### src/sv/material_sort_sequencer_macros.svh
// Assertion macros for the material sort sequencer.
// Included by the top level; defining NO_ASSERTIONS turns every check into nothing.
`ifndef MATERIAL_SORT_SEQUENCER_MACROS_SVH
`define MATERIAL_SORT_SEQUENCER_MACROS_SVH
`ifndef NO_ASSERTIONS
`define MSS_ASSERT_SAME(label, clk, rst, ante, cons) \
   label: assert property (@(posedge clk) disable iff (rst) (ante) |-> (cons)) \
      else $error("mss: same-cycle check failed");
`define MSS_ASSERT_NEXT(label, clk, rst, ante, cons) \
   label: assert property (@(posedge clk) disable iff (rst) (ante) |=> (cons)) \
      else $error("mss: next-cycle check failed");
`else
`define MSS_ASSERT_SAME(label, clk, rst, ante, cons)
`define MSS_ASSERT_NEXT(label, clk, rst, ante, cons)
`endif
`endif

### src/sv/mss_pkg.sv
// Shared types and constants of the material sort sequencer.
// Used by mss_ctrl, mss_datapath, material_sort_sequencer and tb; depends on nothing.
package mss_pkg;

   localparam int QUEUE_DEPTH = 16;
   localparam int PTR_W       = (QUEUE_DEPTH > 1) ? $clog2(QUEUE_DEPTH) : 1;
   localparam int LEVEL_W     = $clog2(QUEUE_DEPTH + 1);

   localparam int SAMPLE_W = 10;
   localparam int STEP_W   = 8;
   localparam int TALLY_W  = 8;
   localparam int CSR_W    = 10;
   localparam int CSR_IDX_W = 3;

   localparam logic [SAMPLE_W-1:0] MIN_INIT   = 10'd1023;
   localparam logic [TALLY_W-1:0]  TALLY_MAX  = 8'd255;

   localparam logic [SAMPLE_W-1:0] BLACK_RESET   = 10'd974;
   localparam logic [SAMPLE_W-1:0] WHITE_RESET   = 10'd850;
   localparam logic [SAMPLE_W-1:0] STEEL_RESET   = 10'd380;
   localparam logic [STEP_W-1:0]   QUARTER_RESET = 8'd50;
   localparam logic [STEP_W-1:0]   HALF_RESET    = 8'd100;

   localparam logic [CSR_IDX_W-1:0] CSR_BLACK   = 3'd0;
   localparam logic [CSR_IDX_W-1:0] CSR_WHITE   = 3'd1;
   localparam logic [CSR_IDX_W-1:0] CSR_STEEL   = 3'd2;
   localparam logic [CSR_IDX_W-1:0] CSR_QUARTER = 3'd3;
   localparam logic [CSR_IDX_W-1:0] CSR_HALF    = 3'd4;

   localparam logic [1:0] REQ_OPTICAL = 2'd0;
   localparam logic [1:0] REQ_SAMPLE  = 2'd1;
   localparam logic [1:0] REQ_EXIT    = 2'd2;

   localparam logic [1:0] CLASS_BLACK    = 2'd0;
   localparam logic [1:0] CLASS_STEEL    = 2'd1;
   localparam logic [1:0] CLASS_WHITE    = 2'd2;
   localparam logic [1:0] CLASS_ALUMINUM = 2'd3;

   localparam logic [1:0] TURN_NONE    = 2'd0;
   localparam logic [1:0] TURN_QUARTER = 2'd1;
   localparam logic [1:0] TURN_HALF    = 2'd2;
   localparam logic [1:0] TURN_BACK    = 2'd3;

   typedef struct packed {
      logic [1:0]          req_type;
      logic [SAMPLE_W-1:0] sample;
   } req_item_type;

   typedef struct packed {
      logic               move_valid;
      logic               move_dir;
      logic [STEP_W-1:0]  move_steps;
      logic [1:0]         target_bin;
      logic               part_enqueued;
      logic [1:0]         part_class;
      logic               queue_overflow;
      logic [LEVEL_W-1:0] queue_level;
      logic [TALLY_W-1:0] bin_tally;
   } rsp_item_type;

   typedef struct packed {
      logic capture;
      logic act;
      logic finish;
   } cmd_type;

endpackage

### src/sv/mss_ctrl.sv
// Controller of the material sort sequencer: steps each transaction through
// capture, action and dequeue. Depends on mss_pkg.
module mss_ctrl (
   input  logic             clock,
   input  logic             reset,
   input  logic             start,
   output logic             busy,
   output mss_pkg::cmd_type cmd
);

   localparam logic [1:0] ST_IDLE = 2'd0;
   localparam logic [1:0] ST_ACT  = 2'd1;
   localparam logic [1:0] ST_POP  = 2'd2;

   logic [1:0] state_ff;
   logic [1:0] state_in;

   always_comb begin
      state_in = state_ff;
      unique case (state_ff)
         ST_IDLE: begin
            if (start) state_in = ST_ACT;
         end
         ST_ACT:  state_in = ST_POP;
         ST_POP:  state_in = ST_IDLE;
         default: state_in = ST_IDLE;
      endcase
   end

   always_ff @(posedge clock) begin
      if (reset) begin
         state_ff <= ST_IDLE;
      end else begin
         state_ff <= state_in;
      end
   end

   assign busy        = (state_ff != ST_IDLE);
   assign cmd.capture = start && (state_ff == ST_IDLE);
   assign cmd.act     = (state_ff == ST_ACT);
   assign cmd.finish  = (state_ff == ST_POP);

endmodule

### src/sv/mss_datapath.sv
// Datapath of the material sort sequencer: configuration registers, window and
// minimum tracking, class queue, tray position and bin counters. Depends on mss_pkg.
module mss_datapath (
   input  logic                             clock,
   input  logic                             reset,
   input  mss_pkg::cmd_type                 cmd,
   input  mss_pkg::req_item_type            req_data,
   input  logic                             csr_we,
   input  logic [mss_pkg::CSR_IDX_W-1:0]    csr_index,
   input  logic [mss_pkg::CSR_W-1:0]        csr_wdata,
   output logic                             rsp_strobe,
   output mss_pkg::rsp_item_type            rsp_data
);

   logic [mss_pkg::SAMPLE_W-1:0] black_ff, white_ff, steel_ff;
   logic [mss_pkg::STEP_W-1:0]   quarter_ff, half_ff;

   mss_pkg::req_item_type req_ff;

   logic                         window_ff, window_in;
   logic                         pending_ff, pending_in;
   logic [mss_pkg::SAMPLE_W-1:0] min_ff, min_in;
   logic                         exit_half_ff, exit_half_in;
   logic                         outstanding_ff, outstanding_in;
   logic [1:0]                   tray_ff, tray_in;
   logic [mss_pkg::PTR_W-1:0]    head_ff, head_in;
   logic [mss_pkg::PTR_W-1:0]    tail_ff, tail_in;
   logic [mss_pkg::LEVEL_W-1:0]  count_ff, count_in;
   logic [mss_pkg::TALLY_W-1:0]  bin_ff [4];
   logic [mss_pkg::TALLY_W-1:0]  bin_in;
   logic                         bin_we;
   logic [1:0]                   queue_ff [mss_pkg::QUEUE_DEPTH];
   logic                         queue_we;

   logic                         enq_ff, enq_in;
   logic [1:0]                   cls_ff, cls_in;
   logic                         ovf_ff, ovf_in;
   logic [mss_pkg::TALLY_W-1:0]  tally_ff, tally_in;

   mss_pkg::rsp_item_type rsp_ff, rsp_in;
   logic                  strobe_ff;

   logic [mss_pkg::SAMPLE_W-1:0] new_min;
   logic [1:0]                   new_cls;
   logic [1:0]                   pop_bin;
   logic [1:0]                   diff;
   logic                         pop_go;

   assign new_min = (req_ff.sample < min_ff) ? req_ff.sample : min_ff;

   always_comb begin
      priority if (new_min > black_ff) begin
         new_cls = mss_pkg::CLASS_BLACK;
      end else if (new_min > white_ff) begin
         new_cls = mss_pkg::CLASS_WHITE;
      end else if (new_min > steel_ff) begin
         new_cls = mss_pkg::CLASS_STEEL;
      end else begin
         new_cls = mss_pkg::CLASS_ALUMINUM;
      end
   end

   // Action phase: the transaction's own effect on window, queue and bins.
   always_comb begin
      window_in    = window_ff;
      pending_in   = pending_ff;
      min_in       = min_ff;
      exit_half_in = exit_half_ff;
      tail_in      = tail_ff;
      enq_in       = 1'b0;
      cls_in       = 2'b00;
      ovf_in       = 1'b0;
      tally_in     = '0;
      queue_we     = 1'b0;
      bin_we       = 1'b0;
      bin_in       = (bin_ff[tray_ff] == mss_pkg::TALLY_MAX) ? bin_ff[tray_ff]
                                                             : bin_ff[tray_ff] + 1'b1;
      unique case (req_ff.req_type)
         mss_pkg::REQ_OPTICAL: begin
            if (!window_ff) begin
               window_in  = 1'b1;
               pending_in = 1'b1;
               min_in     = mss_pkg::MIN_INIT;
            end else begin
               window_in = 1'b0;
            end
         end
         mss_pkg::REQ_SAMPLE: begin
            if (window_ff || pending_ff) begin
               min_in = new_min;
               if (!window_ff) begin
                  pending_in = 1'b0;
                  cls_in     = new_cls;
                  if (count_ff == mss_pkg::LEVEL_W'(mss_pkg::QUEUE_DEPTH)) begin
                     ovf_in = 1'b1;
                  end else begin
                     queue_we = 1'b1;
                     enq_in   = 1'b1;
                     tail_in  = (tail_ff == mss_pkg::PTR_W'(mss_pkg::QUEUE_DEPTH - 1))
                                ? '0 : tail_ff + 1'b1;
                  end
               end
            end
         end
         mss_pkg::REQ_EXIT: begin
            exit_half_in = !exit_half_ff;
            if (exit_half_ff) begin
               bin_we   = 1'b1;
               tally_in = bin_in;
            end
         end
         default: begin
         end
      endcase
   end

   // Dequeue phase: pop one part when the tray is free and build the result.
   assign pop_go  = !outstanding_ff && (count_ff != '0);
   assign pop_bin = queue_ff[head_ff];
   assign diff    = 2'(pop_bin - tray_ff);

   always_comb begin
      head_in        = head_ff;
      tray_in        = tray_ff;
      outstanding_in = outstanding_ff;
      rsp_in         = '0;
      if (cmd.act) begin
         if (queue_we) begin
            count_in = count_ff + 1'b1;
         end else begin
            count_in = count_ff;
         end
         if (bin_we) outstanding_in = 1'b0;
      end else begin
         count_in = count_ff;
      end
      if (pop_go) begin
         head_in = (head_ff == mss_pkg::PTR_W'(mss_pkg::QUEUE_DEPTH - 1))
                   ? '0 : head_ff + 1'b1;
         tray_in = pop_bin;
         if (cmd.finish) begin
            count_in       = count_ff - 1'b1;
            outstanding_in = 1'b1;
         end
         rsp_in.move_valid = 1'b1;
         rsp_in.target_bin = pop_bin;
         unique case (diff)
            mss_pkg::TURN_QUARTER: begin
               rsp_in.move_dir   = 1'b1;
               rsp_in.move_steps = quarter_ff;
            end
            mss_pkg::TURN_HALF: begin
               rsp_in.move_dir   = 1'b1;
               rsp_in.move_steps = half_ff;
            end
            mss_pkg::TURN_BACK: begin
               rsp_in.move_dir   = 1'b0;
               rsp_in.move_steps = quarter_ff;
            end
            mss_pkg::TURN_NONE: begin
               rsp_in.move_dir   = 1'b0;
               rsp_in.move_steps = '0;
            end
            default: begin
            end
         endcase
         rsp_in.queue_level = count_ff - 1'b1;
      end else begin
         rsp_in.queue_level = count_ff;
      end
      rsp_in.part_enqueued  = enq_ff;
      rsp_in.part_class     = cls_ff;
      rsp_in.queue_overflow = ovf_ff;
      rsp_in.bin_tally      = tally_ff;
   end

   always_ff @(posedge clock) begin
      if (reset) begin
         black_ff   <= mss_pkg::BLACK_RESET;
         white_ff   <= mss_pkg::WHITE_RESET;
         steel_ff   <= mss_pkg::STEEL_RESET;
         quarter_ff <= mss_pkg::QUARTER_RESET;
         half_ff    <= mss_pkg::HALF_RESET;
      end else if (csr_we) begin
         unique case (csr_index)
            mss_pkg::CSR_BLACK:   black_ff   <= csr_wdata[mss_pkg::SAMPLE_W-1:0];
            mss_pkg::CSR_WHITE:   white_ff   <= csr_wdata[mss_pkg::SAMPLE_W-1:0];
            mss_pkg::CSR_STEEL:   steel_ff   <= csr_wdata[mss_pkg::SAMPLE_W-1:0];
            mss_pkg::CSR_QUARTER: quarter_ff <= csr_wdata[mss_pkg::STEP_W-1:0];
            mss_pkg::CSR_HALF:    half_ff    <= csr_wdata[mss_pkg::STEP_W-1:0];
            default: begin
            end
         endcase
      end
   end

   always_ff @(posedge clock) begin
      if (reset) begin
         window_ff      <= 1'b0;
         pending_ff     <= 1'b0;
         min_ff         <= mss_pkg::MIN_INIT;
         exit_half_ff   <= 1'b0;
         outstanding_ff <= 1'b0;
         tray_ff        <= 2'b00;
         head_ff        <= '0;
         tail_ff        <= '0;
         count_ff       <= '0;
         bin_ff         <= '{default: '0};
         strobe_ff      <= 1'b0;
      end else begin
         strobe_ff <= cmd.finish;
         if (cmd.act) begin
            window_ff      <= window_in;
            pending_ff     <= pending_in;
            min_ff         <= min_in;
            exit_half_ff   <= exit_half_in;
            tail_ff        <= tail_in;
            count_ff       <= count_in;
            outstanding_ff <= outstanding_in;
            if (bin_we) bin_ff[tray_ff] <= bin_in;
         end
         if (cmd.finish) begin
            head_ff        <= head_in;
            tray_ff        <= tray_in;
            count_ff       <= count_in;
            outstanding_ff <= outstanding_in;
         end
      end
   end

   always_ff @(posedge clock) begin
      if (cmd.capture) req_ff <= req_data;
      if (cmd.act) begin
         enq_ff   <= enq_in;
         cls_ff   <= cls_in;
         ovf_ff   <= ovf_in;
         tally_ff <= tally_in;
         if (queue_we) queue_ff[tail_ff] <= new_cls;
      end
      if (cmd.finish) rsp_ff <= rsp_in;
   end

   assign rsp_strobe = strobe_ff;
   assign rsp_data   = rsp_ff;

endmodule

### src/sv/material_sort_sequencer.sv
// Top level of the material sort sequencer: joins the controller and datapath.
// Depends on mss_pkg, mss_ctrl, mss_datapath and material_sort_sequencer_macros.svh.
//
// Channel     Ports                                Transfer
// request     start, busy, req_data                start high while busy low
// response    rsp_strobe, rsp_data                 one cycle per result, no stall
// config      csr_we, csr_index, csr_wdata         csr_we high, written at once
//
// Each transaction steps through capture, action and dequeue in the controller
// sequence; a new start is taken in the cycle the result is shown.
// Reset is synchronous and restores configuration, state and counters, but not the
// request, result or queue registers; only queue entries written since reset are read.
// The response side cannot stall, so every result is shown exactly once.
`include "material_sort_sequencer_macros.svh"

module material_sort_sequencer (
   input  logic                          clock,
   input  logic                          reset,
   input  logic                          start,
   output logic                          busy,
   input  mss_pkg::req_item_type         req_data,
   output logic                          rsp_strobe,
   output mss_pkg::rsp_item_type         rsp_data,
   input  logic                          csr_we,
   input  logic [mss_pkg::CSR_IDX_W-1:0] csr_index,
   input  logic [mss_pkg::CSR_W-1:0]     csr_wdata
);

   mss_pkg::cmd_type cmd;

   mss_ctrl u_ctrl (
      .clock (clock),
      .reset (reset),
      .start (start),
      .busy  (busy),
      .cmd   (cmd)
   );

   mss_datapath u_datapath (
      .clock      (clock),
      .reset      (reset),
      .cmd        (cmd),
      .req_data   (req_data),
      .csr_we     (csr_we),
      .csr_index  (csr_index),
      .csr_wdata  (csr_wdata),
      .rsp_strobe (rsp_strobe),
      .rsp_data   (rsp_data)
   );

   `MSS_ASSERT_SAME(a_strobe_when_idle, clock, reset, rsp_strobe, !busy)
   `MSS_ASSERT_NEXT(a_start_sets_busy, clock, reset, start && !busy, busy)
   `MSS_ASSERT_NEXT(a_single_strobe, clock, reset, rsp_strobe, !rsp_strobe)
   `MSS_ASSERT_SAME(a_no_move_quiet, clock, reset, rsp_strobe && !rsp_data.move_valid, (rsp_data.move_steps == '0) && (rsp_data.target_bin == '0) && !rsp_data.move_dir)

endmodule

### config.mk
export PLATFORM = sky130hd
export DESIGN_NAME = material_sort_sequencer
export DESIGN_NICKNAME = d
export VERILOG_FILES = /design/src/sv/mss_pkg.sv /design/src/sv/mss_ctrl.sv /design/src/sv/mss_datapath.sv /design/src/sv/material_sort_sequencer.sv
export VERILOG_INCLUDE_DIRS = /design/src /design/src/sv
export SDC_FILE = /design/constraint.sdc
export NUM_CORES = 1
export LEC_CHECK = 0
export ABC_AREA = 0
export BUFFER_PORTS_ARGS = -buffer_cell sky130_fd_sc_hd__buf_2
export CORE_AREA = 2 2 165 167
export DETAILED_ROUTE_END_ITERATION = 10
export DIE_AREA = 0 0 167 169
export PLACE_DENSITY = 0.57
export SYNTH_ARGS = -nofsm -noshare
export SYNTH_HDL_FRONTEND = slang
export SYNTH_SLANG_ARGS = --single-unit
### constraint.sdc
create_clock -name clock -period 4.55 [get_ports clock]
set_input_delay 0.91 -clock clock [delete_from_list [all_inputs] [get_ports clock]]
set_output_delay 0.91 -clock clock [all_outputs]
set_load 0.01 [all_outputs]
# ---- Word level (Yosys, flattened, before mapping)
# Memory sizes are Yosys's and may differ from the RTL's. A register that Yosys moved wholly into a read port is not among the register bits.
# Index checks and enable logic that the tools add are counted.
dict set report totals {
  reg_bits 163
  out_inout_bits 31
  memories 1
  elab_cells 150
  ramBits 32
  inputBits 29
}
# name depth width rd rd_clocked_by_memory_dff wr line
set mem_list {}
lappend mem_list {u_datapath.queue_ff 16 2 1 1 1 mss_datapath.sv:32} ;# logic [1:0] queue_ff [mss_pkg::QUEUE_DEPTH];
dict set report op_classes {
  reduce_logical 28
  magnitude_cmp 6
  n_eq_ne 19
  n_addsub 6
  n_mux 50
  n_bitwise 5
}
# op n
set ops {}
lappend ops {{$pmux W9 S4} 1}
lappend ops {{$mux W5} 7}
lappend ops {{$bwmux W32} 1}
lappend ops {{$mux W8} 4}
lappend ops {{$gt A10 B10 Y1} 3}
lappend ops {{$mux W10} 3}
lappend ops {{$mux W1} 20}
lappend ops {{$pmux W10 S2} 1}
lappend ops {{$reduce_and A2 Y1} 10}
lappend ops {{$bmux W8 S2} 1}
lappend ops {{$demux W8 S2} 1}
lappend ops {{$mux W4} 4}
lappend ops {{$mux W12} 1}
lappend ops {{$lt A10 B10 Y1} 1}
lappend ops {{$reduce_and A5 Y1} 2}
lappend ops {{$add A4 B1 Y4 const B} 2}
lappend ops {{$add A8 B1 Y8 const B} 1}
lappend ops {{$eq A2 B2 Y1 const B} 4}
lappend ops {{$eq A4 B4 Y1 const B} 2}
lappend ops {{$eq A8 B8 Y1 const B} 1}
lappend ops {{$mux W2} 4}
lappend ops {{$eq A2 B1 Y1 const B} 3}
lappend ops {{$eq A3 B2 Y1 const B} 2}
lappend ops {{$logic_not A2 Y1} 3}
lappend ops {{22 further kinds} 32}

# ---- Depth between registers and ports, before layout
# Gate-level depths: netlist of the first run.
dict set report logic_depth {
  word_depth 11
  depth_mapped 15
  depth_no_buf 15
}

# ---- By module
# A second synthesis of the first run with hierarchy kept.
dict set report unflattened {
  cells_unflattened 872
  area_unflattened_um2 9029.9
}
# mod seq_area_each_um2 cells_per_inst area_per_inst_um2 n_inst
set modules_own_cells {}
lappend modules_own_cells {mss_datapath 4794.6 863 8931.1 1}
lappend modules_own_cells {mss_ctrl 40.0 9 98.8 1}

# ---- Least setup slack after synthesis of the first run
# No wires, ideal clock.
dict set report synth_path {
  path_kind {reg2reg}
  startpoint {register u_datapath.req_ff[3] in the netlist's numbering}
  endpoint {memory u_datapath.queue_ff[0][1] (data pin)}
  required_ns 4.253
  slack_ns 0.819
  n_path_buf 0
  arrival_time_ns 3.434
  stages_incl_launch_ff 15
  period_less_slack_ns 3.731
  setup_ns 0.297
  cell_sequence {edfxtp_1 ha_1 a211oi_1 nand2_1 a31oi_1 o21ai_1 nor2_2 mux2_2 ha_1 a21o_1 a21o_1 a221oi_1 a21oi_1 a211o_1 and2_1}
}
dict set report synth_via {
  elab_chain_cells 6
  word_cells_on_any_way 8
  classes_between {4 x order compare; 4 x mux}
}
# element line
set synth_rtl {}
lappend synth_rtl {{start: declaration} mss_datapath.sv:18} ;# mss_pkg::req_item_type req_ff;
lappend synth_rtl {{start signal: assignment} mss_datapath.sv:232} ;# if (cmd.capture) req_ff <= req_data;
lappend synth_rtl {{$lt A10 B10 Y1} mss_datapath.sv:49} ;# assign new_min = (req_ff.sample < min_ff) ? req_ff.sample : min_ff;
lappend synth_rtl {{$mux W10 *} mss_datapath.sv:49}
lappend synth_rtl {{$gt A10 B10 Y1} mss_datapath.sv:56} ;# end else if (new_min > steel_ff) begin
lappend synth_rtl {{$mux W2} mss_datapath.sv:56}
lappend synth_rtl {{$mux W2} mss_datapath.sv:54} ;# end else if (new_min > white_ff) begin
lappend synth_rtl {{$mux W2 *} mss_datapath.sv:52} ;# priority if (new_min > black_ff) begin
lappend synth_rtl {{via u_datapath.new_cls[1]} mss_datapath.sv:44} ;# logic [1:0] new_cls;
lappend synth_rtl {{end: declaration} mss_datapath.sv:32}
# The timed path passes the listed nets; every way through them passes the cells marked *.

# ---- Final worst setup path of the first run
dict set report layout_path {
  startpoint {register u_datapath.req_ff[3] in the netlist's numbering}
  endpoint {memory u_datapath.queue_ff[6][1] (data pin)}
}
# Same word-level chain as after synthesis.

==> impl_metrics.toml, run 1 <==
[place]
hpwl_um = 13870
place.gp.congestion = 0.8205
io_buffers = 59

[logic_synthesis]
syn_area_um2 = 9178
syn-num-nets = 936
synth-edff-count = 85
synth_cell_types = 65
async_reset_ff_share_pct = 0
syn_area_per_cell_um2 = 10.77
synth_ff_type = "dfxtp_1"
yosysSeqAreaShare_pct = 52.68
synth_seq_cells = 199
yosysWarnings = 0
synth_cells = 852

[finish]
nets = 984
num-fill-cells = 2593
areaGrowthSynthToFinish_pct = 12.72
utilization_pct = 39.04
drive_above_1_share_pct = 15.44
n_antenna_cell = 0

[cts]
root_buffer = "clkbuf_16"
cts_made_buffers = 17
cts_htree_levels = 4
cts.path.max_buffers = 2
cts_tree = "built"
hold_buffers = 0
clk_latency_ns = 0.43
post_cts_buffers = 0
path_clk_slew_ns = 0.07
cts.sinks = 199

[route]
drcViolationCount = 0
routed_via_density = 4.960
drtAntennaViolNets = 0
wl_per_cell_um = 15.62
vias = 6220
drtIter0Drc = 388
firstDrtPassIters = 5
totalWireLength_um = 19590

[setup_path]
critical_path_class = "reg -> reg"
cp-end-kind = "flip-flop"
startpoint_type = "flip-flop"
r2r-start = "u_datapath.req_ff[3]$_DFFE_PP_"
ff2ff_setup_slack_ns = 0.44
cp.arrival_ns = 4.20
r2r_cells = 14
rr_endpoint = "u_datapath.queue_ff[6][1]$_DFFE_PP_"
cp_max_fo = 16
worst_ep_required_time_ns = 4.64

[worst_hold_path]
hold_depth = 0
hold_end = "u_datapath.rsp_data[3]$_DFFE_PP_"
hold_path_startpoint = "u_datapath.tally_ff[3]$_SDFFCE_PN0P_"
hp-class = "reg -> reg"

[pwr]
ir_drop_mv = 0.2393
combPwrFrac_pct = 8.8
switching_power_uw = 946.0
p_int_uw = 2799
pwr-share-clk_pct = 38.2
powerDensity_nw_per_um2 = 362.0
switching_share_pct = 25.26
leakage_uw = 0.004030
p_seq_share_pct = 52.9

[floorplanning]
die_area_um2 = 28220
ios = 60
die_h_um = 169
start_util_pct = 34.63
placementRows = 60
core-area_um2 = 26500
die_w_um = 167

[sta]
max_slew_margin_pct = 30.40
skew_ns = 0.01436
setup_viol = 0
fmaxAchievable_mhz = 243.5
rsz0062_at_grt = "no"
final_max_slew_viol_count = 0
hold_viol_final = 0
post-route-min-period_ns = 4.107
worst_pin_slew_ns = 1.038
min_period_over_period_pct = 90.27
setup_tns_ns = 0

[global_routing]
grt_pass1_wl_um = 31820
grt_usage_pct = 14.12
grt-ovfl-total = 0
grt_pass1_vias = 5915
grt_max_degree = 78
antenna_found_initial = 0

[run_status]
status = "finished clean"

[job]
maxCapViolations = 0
==> metal layers <==
layer	part of all wire, %	GRT usage (%)	wire [um]
met1	49	20.21	9639
met2	45	21.69	8885
met3	3.8	2.549	750
met4	1.6	4.535	310
met5	0	0	0
==> cell families after synthesis <==
kind of cell | count (synthesis) | synth area share [%]
multiplexers | 55 | 8.793
adder cells (fa/ha/maj) | 55 | 7.498
XOR/XNOR | 10 | 1.036
buffers and inverters | 87 | 3.736
AO/OA/AOI/OAI | 139 | 10.44
AND/OR/NAND/NOR | 307 | 15.81
flip-flops | 199 | 52.68
==> cell usage in the layout, fill, tap and decap left out, types with 10 or more instances in the layout <==
cell type,count
nand3_1,13
nor2b_1,12
a211o_1,14
nand3b_1,16
clkbuf_16,17
ha_1,55
mux4_2,15
buf_2,58
dfxtp_1,114
inv_1,52
a22oi_1,10
nor2_1,98
a21oi_1,46
mux2i_1,26
o32a_1,10
nand2_1,113
edfxtp_1,85
o21ai_0,16
==> cells in the mapped netlist (7+ instances only) <==
cell type  instances  area share (%)
a22oi_1           10            0.82
clkbuf_1          21            0.86
and3_1             8            0.55
nor3_1             8            0.44
o21ai_0           16            0.87
inv_1             52             2.1
nand3b_1          16             1.3
nand2_1          113             4.6
mux2i_1           26             2.8
mux4_2            15             3.7
dfxtp_1          114              25
a21oi_1           46             2.5
a211o_1           14             1.3
nor2b_1           12            0.82
buf_2              7            0.38
o32a_1            10             1.1
mux2_2             9             1.1
a211oi_1           8            0.65
ha_1              55             7.5
nand3_1           13            0.71
o21a_1             7            0.57
edfxtp_1          85              28
nor2_1            99             4.0
==> per-stage QoR <==
| step | instances | setup WS, ns | cell area (um^2) | total power, uW | hold WS [ns] |
|---|---|---|---|---|---|
| 2_1_floorplan | 852 | 0.8195 | 9178 | 2228 | 0.4003 |
| 3_3_place_gp | 1222 | 0.3062 | 9792 | 2352 | 0.4004 |
| 3_5_place_dp | 1222 | 0.2034 | 9792 | 2355 | 0.4056 |
| 4_1_cts | 1254 | 0.2084 | 10340 | 3793 | 0.4213 |
| 5_1_grt | 1254 | 0.1288 | 10340 | 3906 | 0.4322 |
| 6_report | 1254 | 0.4429 | 10340 | 3745 | 0.4203 |
==> final cells by class <==
type / instances / area [um^2] / share of cell area, %
multi-input combinational: 566 / 4003 / 38.69
inverter: 52 / 195.2 / 1.887
timing repair buffer: 64 / 335.3 / 3.241
tap: 341 / 426.7 / 4.124
clock buffer: 18 / 439.2 / 4.245
sequential: 199 / 4835 / 46.73
clock inverter: 14 / 111.4 / 1.076
==> flip-flops by register name (all words and copies together) (netlist names), 2 cells and up, named ones only <==
name	cells
u_ctrl.state_ff	2
u_datapath.bin_ff	32
u_datapath.black_ff	10
u_datapath.cls_ff	2
u_datapath.count_ff	5
u_datapath.half_ff	8
u_datapath.head_ff	4
u_datapath.min_ff	10
u_datapath.quarter_ff	8
u_datapath.queue_ff	32
u_datapath.req_ff	12
u_datapath.rsp_data	29
u_datapath.steel_ff	10
u_datapath.tail_ff	4
u_datapath.tally_ff	8
u_datapath.tray_ff	2
u_datapath.white_ff	10
==> worst max-delay path, stage by stage, from the launching register on <==
cell and delay [ns]:
edfxtp_1 0.43, ha_1 0.31, a211oi_1 0.21, nand2_1 0.07, a31oi_1 0.16, o21ai_1 0.17
nor2_2 0.28, mux2_2 0.42, ha_1 0.29, a21o_1 0.18, a21o_1 0.17, a221oi_1 0.33
a21oi_1 0.17, a211o_1 0.25, and2_1 0.33
==> power by group through the flow <==
stage,sequential [uW],clock [uW],combinational (uW)
global placement,2020,0,329
global route,1990,1540,370
finish,1980,1430,331
CTS,1980,1480,333
floorplan,2020,0,207
detailed placement,2020,0,330
==> how the worst max path moves through the flow <==
stage          depth (start not counted)                              endpoint                           start  slack, ns
6_report                              14   u_datapath.queue_ff[6][1]$_DFFE_PP_  u_datapath.req_ff[3]$_DFFE_PP_       0.44
5_1_grt                               15   u_datapath.queue_ff[6][1]$_DFFE_PP_  u_datapath.req_ff[3]$_DFFE_PP_       0.13
4_1_cts                               13   u_datapath.queue_ff[2][0]$_DFFE_PP_  u_datapath.req_ff[3]$_DFFE_PP_       0.21
3_5_place_dp                          13  u_datapath.queue_ff[14][0]$_DFFE_PP_  u_datapath.req_ff[3]$_DFFE_PP_       0.20
3_3_place_gp                          13  u_datapath.queue_ff[15][0]$_DFFE_PP_  u_datapath.req_ff[3]$_DFFE_PP_       0.31
2_1_floorplan                         14   u_datapath.queue_ff[0][1]$_DFFE_PP_  u_datapath.req_ff[3]$_DFFE_PP_       0.82
==> timing repair <==
item	CTS	global route
resized for setup	0	1
setup endpoints to repair	0	16
endpoints found under the hold margin	0	0
Note: power is estimated with default switching activity, not from simulation.
==> run 2: changes to the inputs <==
--- a/config.mk
+++ b/config.mk
@@ -8,10 +8,10 @@
 export LEC_CHECK = 0
 export ABC_AREA = 0
 export BUFFER_PORTS_ARGS = -buffer_cell sky130_fd_sc_hd__buf_2
-export CORE_AREA = 2 2 165 167
+export CORE_AREA = 2 2 118 235
 export DETAILED_ROUTE_END_ITERATION = 10
-export DIE_AREA = 0 0 167 169
-export PLACE_DENSITY = 0.57
+export DIE_AREA = 0 0 120 237
+export PLACE_DENSITY = 0.58
 export SYNTH_ARGS = -nofsm -noshare
 export SYNTH_HDL_FRONTEND = slang
 export SYNTH_SLANG_ARGS = --single-unit
==> impl_metrics.toml, run 2 (synthesis gave the netlist of run 1 again) <==
[pwr]
powerDensity_nw_per_um2 = 367.1
leakage_uw = 0.004037
ir_drop_mv = 0.2263

[place]
placed_area_um2 = 9793
post-place-ws_ns = 0.2889
io_buffers = 59
placed_cells = 1228
place.gp.congestion = 0.9022
hpwl_um = 13720

[global_routing]
grt_usage_pct = 14.20
grt_pass1_wl_um = 31880
grt-ovfl-total = 0
grt_max_degree = 60
antenna_found_initial = 0
grt_pass1_vias = 6310

[sta]
setup_ws_ns = 0.3642
skew_ns = 0.009490
fmaxAchievable_mhz = 238.9
post-route-min-period_ns = 4.186
final_max_slew_viol_count = 0
min_period_over_period_pct = 92.00
worst_pin_slew_ns = 1.058
rsz0062_at_grt = "no"
setup_viol = 0
hold_viol_final = 0
setup_tns_ns = 0
max_slew_margin_pct = 29.06

[floorplanning]
core-area_um2 = 26690
ios = 60
die_w_um = 120
placementRows = 85
die_area_um2 = 28440
start_util_pct = 34.38
die_h_um = 237

[run_status]
status = "finished clean"

[finish]
final_cell_area_um2 = 10390
mostFrequentLayoutCells = "dfxtp_1 (114), nand2_1 (113), nor2_1 (98)"
n_antenna_cell = 0
final_common_cell = "dfxtp_1"
num-fill-cells = 2583
areaGrowthSynthToFinish_pct = 13.20
finalNonFillerCells = 1260
drive_above_1_share_pct = 15.02
utilization_pct = 38.92
nets = 983

[route]
vias = 6255
totalWireLength_um = 19380
firstDrtPassIters = 4
drtIter0Drc = 353
drtAntennaViolNets = 0
routed_via_density = 4.964
drcViolationCount = 0
wl_per_cell_um = 15.38

[setup_path]
max_stage_delay_ns = 0.43
worst_ep_required_time_ns = 4.65
cp-startpoint = "u_datapath.req_ff[3]$_DFFE_PP_"
cp.arrival_ns = 4.29
critical_path_class = "reg -> reg"
endpoint = "u_datapath.queue_ff[11][1]$_DFFE_PP_"
r2r_cells = 14
ff2ff_setup_slack_ns = 0.36
r2r-start = "u_datapath.req_ff[3]$_DFFE_PP_"
rr_endpoint = "u_datapath.queue_ff[11][1]$_DFFE_PP_"
crit_family = "compound AO/OA/AOI/OAI gates"
startpoint_type = "flip-flop"
cp-end-kind = "flip-flop"
cpMaxStageDelayCell = "edfxtp_1"
cp_max_fo = 16
path_cells = "ha_1 -> a211oi_1 -> nand2_1 -> a31oi_1 -> o21ai_1 -> nor2_4 -> mux2_2 -> ha_1 -> a21o_1 -> a21o_1 -> a221oi_1 -> a21oi_1 -> a211o_1 -> and2_1"
path_depth = 14
cp_num_buf_inv = 0

[cts]
path_clk_slew_ns = 0.07
cts.path.max_buffers = 2
root_buffer = "clkbuf_16"
post_cts_buffers = 0
cts_htree_levels = 4
cts_made_buffers = 17
cts_tree = "built"
cts.sinks = 199
clk_latency_ns = 0.43

[job]
maxCapViolations = 0

[worst_hold_path]
hp-class = "reg -> reg"
-- run 2: routing by layer --
layer / global-route usage, % / share of wire, %
met5: 0 / 0
met4: 5.134 / 1.9
met1: 18.72 / 47
met2: 23.05 / 47
met3: 2.746 / 3.6
-- run 2: timing repair --
| item | in CTS | in global routing |
|---|---|---|
| setup endpoints to repair | 0 | 32 |
| hold buffers | 0 | 0 |
| resized for setup | 0 | 2 |
-- run 2: worst min-delay path by stage --
stage                                                  end  cells after the start                            startpoint  slack, ns
after floorplan           u_datapath.rsp_data[0]$_DFFE_PP_                      0  u_datapath.tally_ff[0]$_SDFFCE_PN0P_       0.40
after global placement    u_datapath.rsp_data[5]$_DFFE_PP_                      0  u_datapath.tally_ff[5]$_SDFFCE_PN0P_       0.41
after detailed placement  u_datapath.rsp_data[0]$_DFFE_PP_                      0  u_datapath.tally_ff[0]$_SDFFCE_PN0P_       0.41
after CTS                 u_datapath.rsp_data[0]$_DFFE_PP_                      0  u_datapath.tally_ff[0]$_SDFFCE_PN0P_       0.42
after global routing      u_datapath.rsp_data[0]$_DFFE_PP_                      0  u_datapath.tally_ff[0]$_SDFFCE_PN0P_       0.43
final                     u_datapath.rsp_data[5]$_DFFE_PP_                      0  u_datapath.tally_ff[5]$_SDFFCE_PN0P_       0.42
-- run 2: layout make-up --
type	count	area, um^2	area share (%)
sequential	199	4835	46.54
multi-input combinational	566	4008	38.58
clock buffer	20	446.7	4.300
tap	348	435.4	4.191
timing repair buffer	63	327.8	3.155
inverter	52	195.2	1.879
clock inverter	12	141.4	1.361
-- run 2: through the flow --
step           hold WS, ns  total power (uW)
2_1_floorplan       0.4003              2228
3_3_place_gp        0.4076              2338
3_5_place_dp        0.4062              2346
4_1_cts             0.4229              3852
5_1_grt             0.4266              3964
6_report            0.4217              3814
-- run 2: power by group --
| group | switching, uW | internal, uW |
|---|---|---|
| Combinational | 208 | 116 |
| Sequential | 30.7 | 1950 |
| Clock | 672 | 836 |
| Total | 910 | 2900 |
==> run 3: changes to the inputs <==
--- a/config.mk
+++ b/config.mk
@@ -8,10 +8,10 @@
 export LEC_CHECK = 0
 export ABC_AREA = 0
 export BUFFER_PORTS_ARGS = -buffer_cell sky130_fd_sc_hd__buf_2
-export CORE_AREA = 2 2 118 235
+export CORE_AREA = 2 2 129 257
 export DETAILED_ROUTE_END_ITERATION = 10
-export DIE_AREA = 0 0 120 237
-export PLACE_DENSITY = 0.58
+export DIE_AREA = 0 0 131 259
+export PLACE_DENSITY = 0.52
 export SYNTH_ARGS = -nofsm -noshare
 export SYNTH_HDL_FRONTEND = slang
 export SYNTH_SLANG_ARGS = --single-unit
==> impl_metrics.toml, run 3 (synthesis gave the netlist of run 1 again) <==
[sta]
fmaxAchievable_mhz = 251.7
setup_tns_ns = 0
setup_viol = 0
skew_ns = 0.01651
hold_viol_final = 0
max_slew_margin_pct = 35.48
min_period_over_period_pct = 87.32
post-route-min-period_ns = 3.973
worst_pin_slew_ns = 0.9625
final_max_slew_viol_count = 0
rsz0062_at_grt = "no"

[setup_path]
cp_num_buf_inv = 1
max_stage_delay_ns = 0.44
worst_ep_required_time_ns = 4.66
crit_family = "compound AO/OA/AOI/OAI gates"
ff2ff_setup_slack_ns = 0.58
cp.arrival_ns = 4.08
path_cells = "ha_1 -> a21oi_1 -> nor2b_1 -> o21ai_0 -> o21ai_1 -> nor2_2 -> buf_4 -> mux2_2 -> ha_1 -> and4_1 -> a221oi_1 -> a21oi_1 -> a211o_1 -> and2_1"
r2r_cells = 14
cp-end-kind = "flip-flop"
critical_path_class = "reg -> reg"
cp_max_fo = 16
rr_endpoint = "u_datapath.queue_ff[1][1]$_DFFE_PP_"
cpMaxStageDelayCell = "edfxtp_1"
startpoint_type = "flip-flop"
r2r-start = "u_datapath.req_ff[7]$_DFFE_PP_"

[route]
drcViolationCount = 0
vias = 6255
drtAntennaViolNets = 0
firstDrtPassIters = 4
totalWireLength_um = 22350
drtIter0Drc = 294
wl_per_cell_um = 16.63
routed_via_density = 4.654

[cts]
cts_made_buffers = 17
path_clk_slew_ns = 0.07
cts_htree_levels = 4
root_buffer = "clkbuf_16"
cts_tree = "built"
cts_resized = 0
cts.path.max_buffers = 2
clk_latency_ns = 0.45
post_cts_buffers = 0
hold_buffers = 0
cts.sinks = 199

[floorplanning]
die_area_um2 = 33930
ios = 60
start_util_pct = 28.68
placementRows = 93
core-area_um2 = 32000
die_w_um = 131
die_h_um = 259

[global_routing]
antenna_found_initial = 0
grt_usage_pct = 13.77
grt_max_degree = 63
grt_pass1_wl_um = 35020
grt_pass1_vias = 6532
grt-ovfl-total = 0

[finish]
utilization_pct = 32.90
nets = 988
n_antenna_cell = 0
final_common_cell = "dfxtp_1"
areaGrowthSynthToFinish_pct = 14.72
drive_above_1_share_pct = 15.81
num-fill-cells = 3212
mostFrequentLayoutCells = "dfxtp_1 (114), nand2_1 (113), nor2_1 (98)"

[pwr]
ir_drop_mv = 0.2702
powerDensity_nw_per_um2 = 365.1
leakage_uw = 0.004073

[place]
io_buffers = 59
hpwl_um = 16740
place.gp.congestion = 0.8552

[run_status]
status = "finished clean"

[job]
maxCapViolations = 0

[worst_hold_path]
hold_path_startpoint = "u_datapath.tally_ff[1]$_SDFFCE_PN0P_"
hold_depth = 0
hold_end = "u_datapath.rsp_data[1]$_DFFE_PP_"
hp-class = "reg -> reg"
## run 3: changes by cell type in the layout (fill, tap and decap cells not counted), sizes merged
cell / previous run / this run
clkbuf: 20 / 23
clkinv: 3 / 2
bufinv: 2 / 0
clkinvlp: 2 / 0
inv: 57 / 59
buf: 63 / 68
## run 3: power breakdown
group	switching (uW)	total (uW)	internal [uW]
clock network	699	1520	822
registers	31.7	1980	1950
logic	219	339	120
total	950	3840	2890
## run 3: cell type report
class                           instances  area, um^2  area share [%]
Multi-Input combinational cell        566        4005           38.04
Timing Repair Buffer                   68       365.4           3.470
Sequential cell                       199        4835           45.92
Clock buffer                           23       520.5           4.944
Clock inverter                          9       73.82          0.7011
Tap cell                              427       534.3           5.074
Inverter                               52       195.2           1.854
## run 3: per-layer routing
layer | GRT usage [%] | vias up | wire [um]
li1 | - | 3124 | -
met1 | 13.93 | 2998 | 8402
met2 | 25.91 | 94 | 12480
met3 | 2.679 | 39 | 652
met4 | 7.063 | 0 | 816
met5 | 0 | - | 0
## run 3: how the worst max path moves through the flow
| stage | start | to | cells past startpoint |
|---|---|---|---|
| finish | u_datapath.req_ff[7]$_DFFE_PP_ | u_datapath.queue_ff[1][1]$_DFFE_PP_ | 14 |
| global route | u_datapath.req_ff[7]$_DFFE_PP_ | u_datapath.queue_ff[9][1]$_DFFE_PP_ | 14 |
| CTS | u_datapath.req_ff[7]$_DFFE_PP_ | u_datapath.queue_ff[11][0]$_DFFE_PP_ | 14 |
| detailed placement | u_datapath.req_ff[7]$_DFFE_PP_ | u_datapath.queue_ff[13][0]$_DFFE_PP_ | 14 |
| global placement | u_datapath.req_ff[7]$_DFFE_PP_ | u_datapath.queue_ff[14][0]$_DFFE_PP_ | 14 |
| floorplan | u_datapath.req_ff[3]$_DFFE_PP_ | u_datapath.queue_ff[0][1]$_DFFE_PP_ | 14 |
## run 3: metrics by stage
step           total power [uW]  std cells  cell area [um^2]  worst slack [ns]  hold WS, ns
6_report                   3844       1344             10530            0.5768       0.4203
3_3_place_gp               2363       1312              9932            0.4495       0.4043
5_1_grt                    4010       1344             10530            0.2733       0.4262
4_1_cts                    3899       1344             10530            0.3357       0.4213
3_5_place_dp               2369       1312              9932            0.3595       0.4054
2_1_floorplan              2228        852              9178            0.8195       0.4003
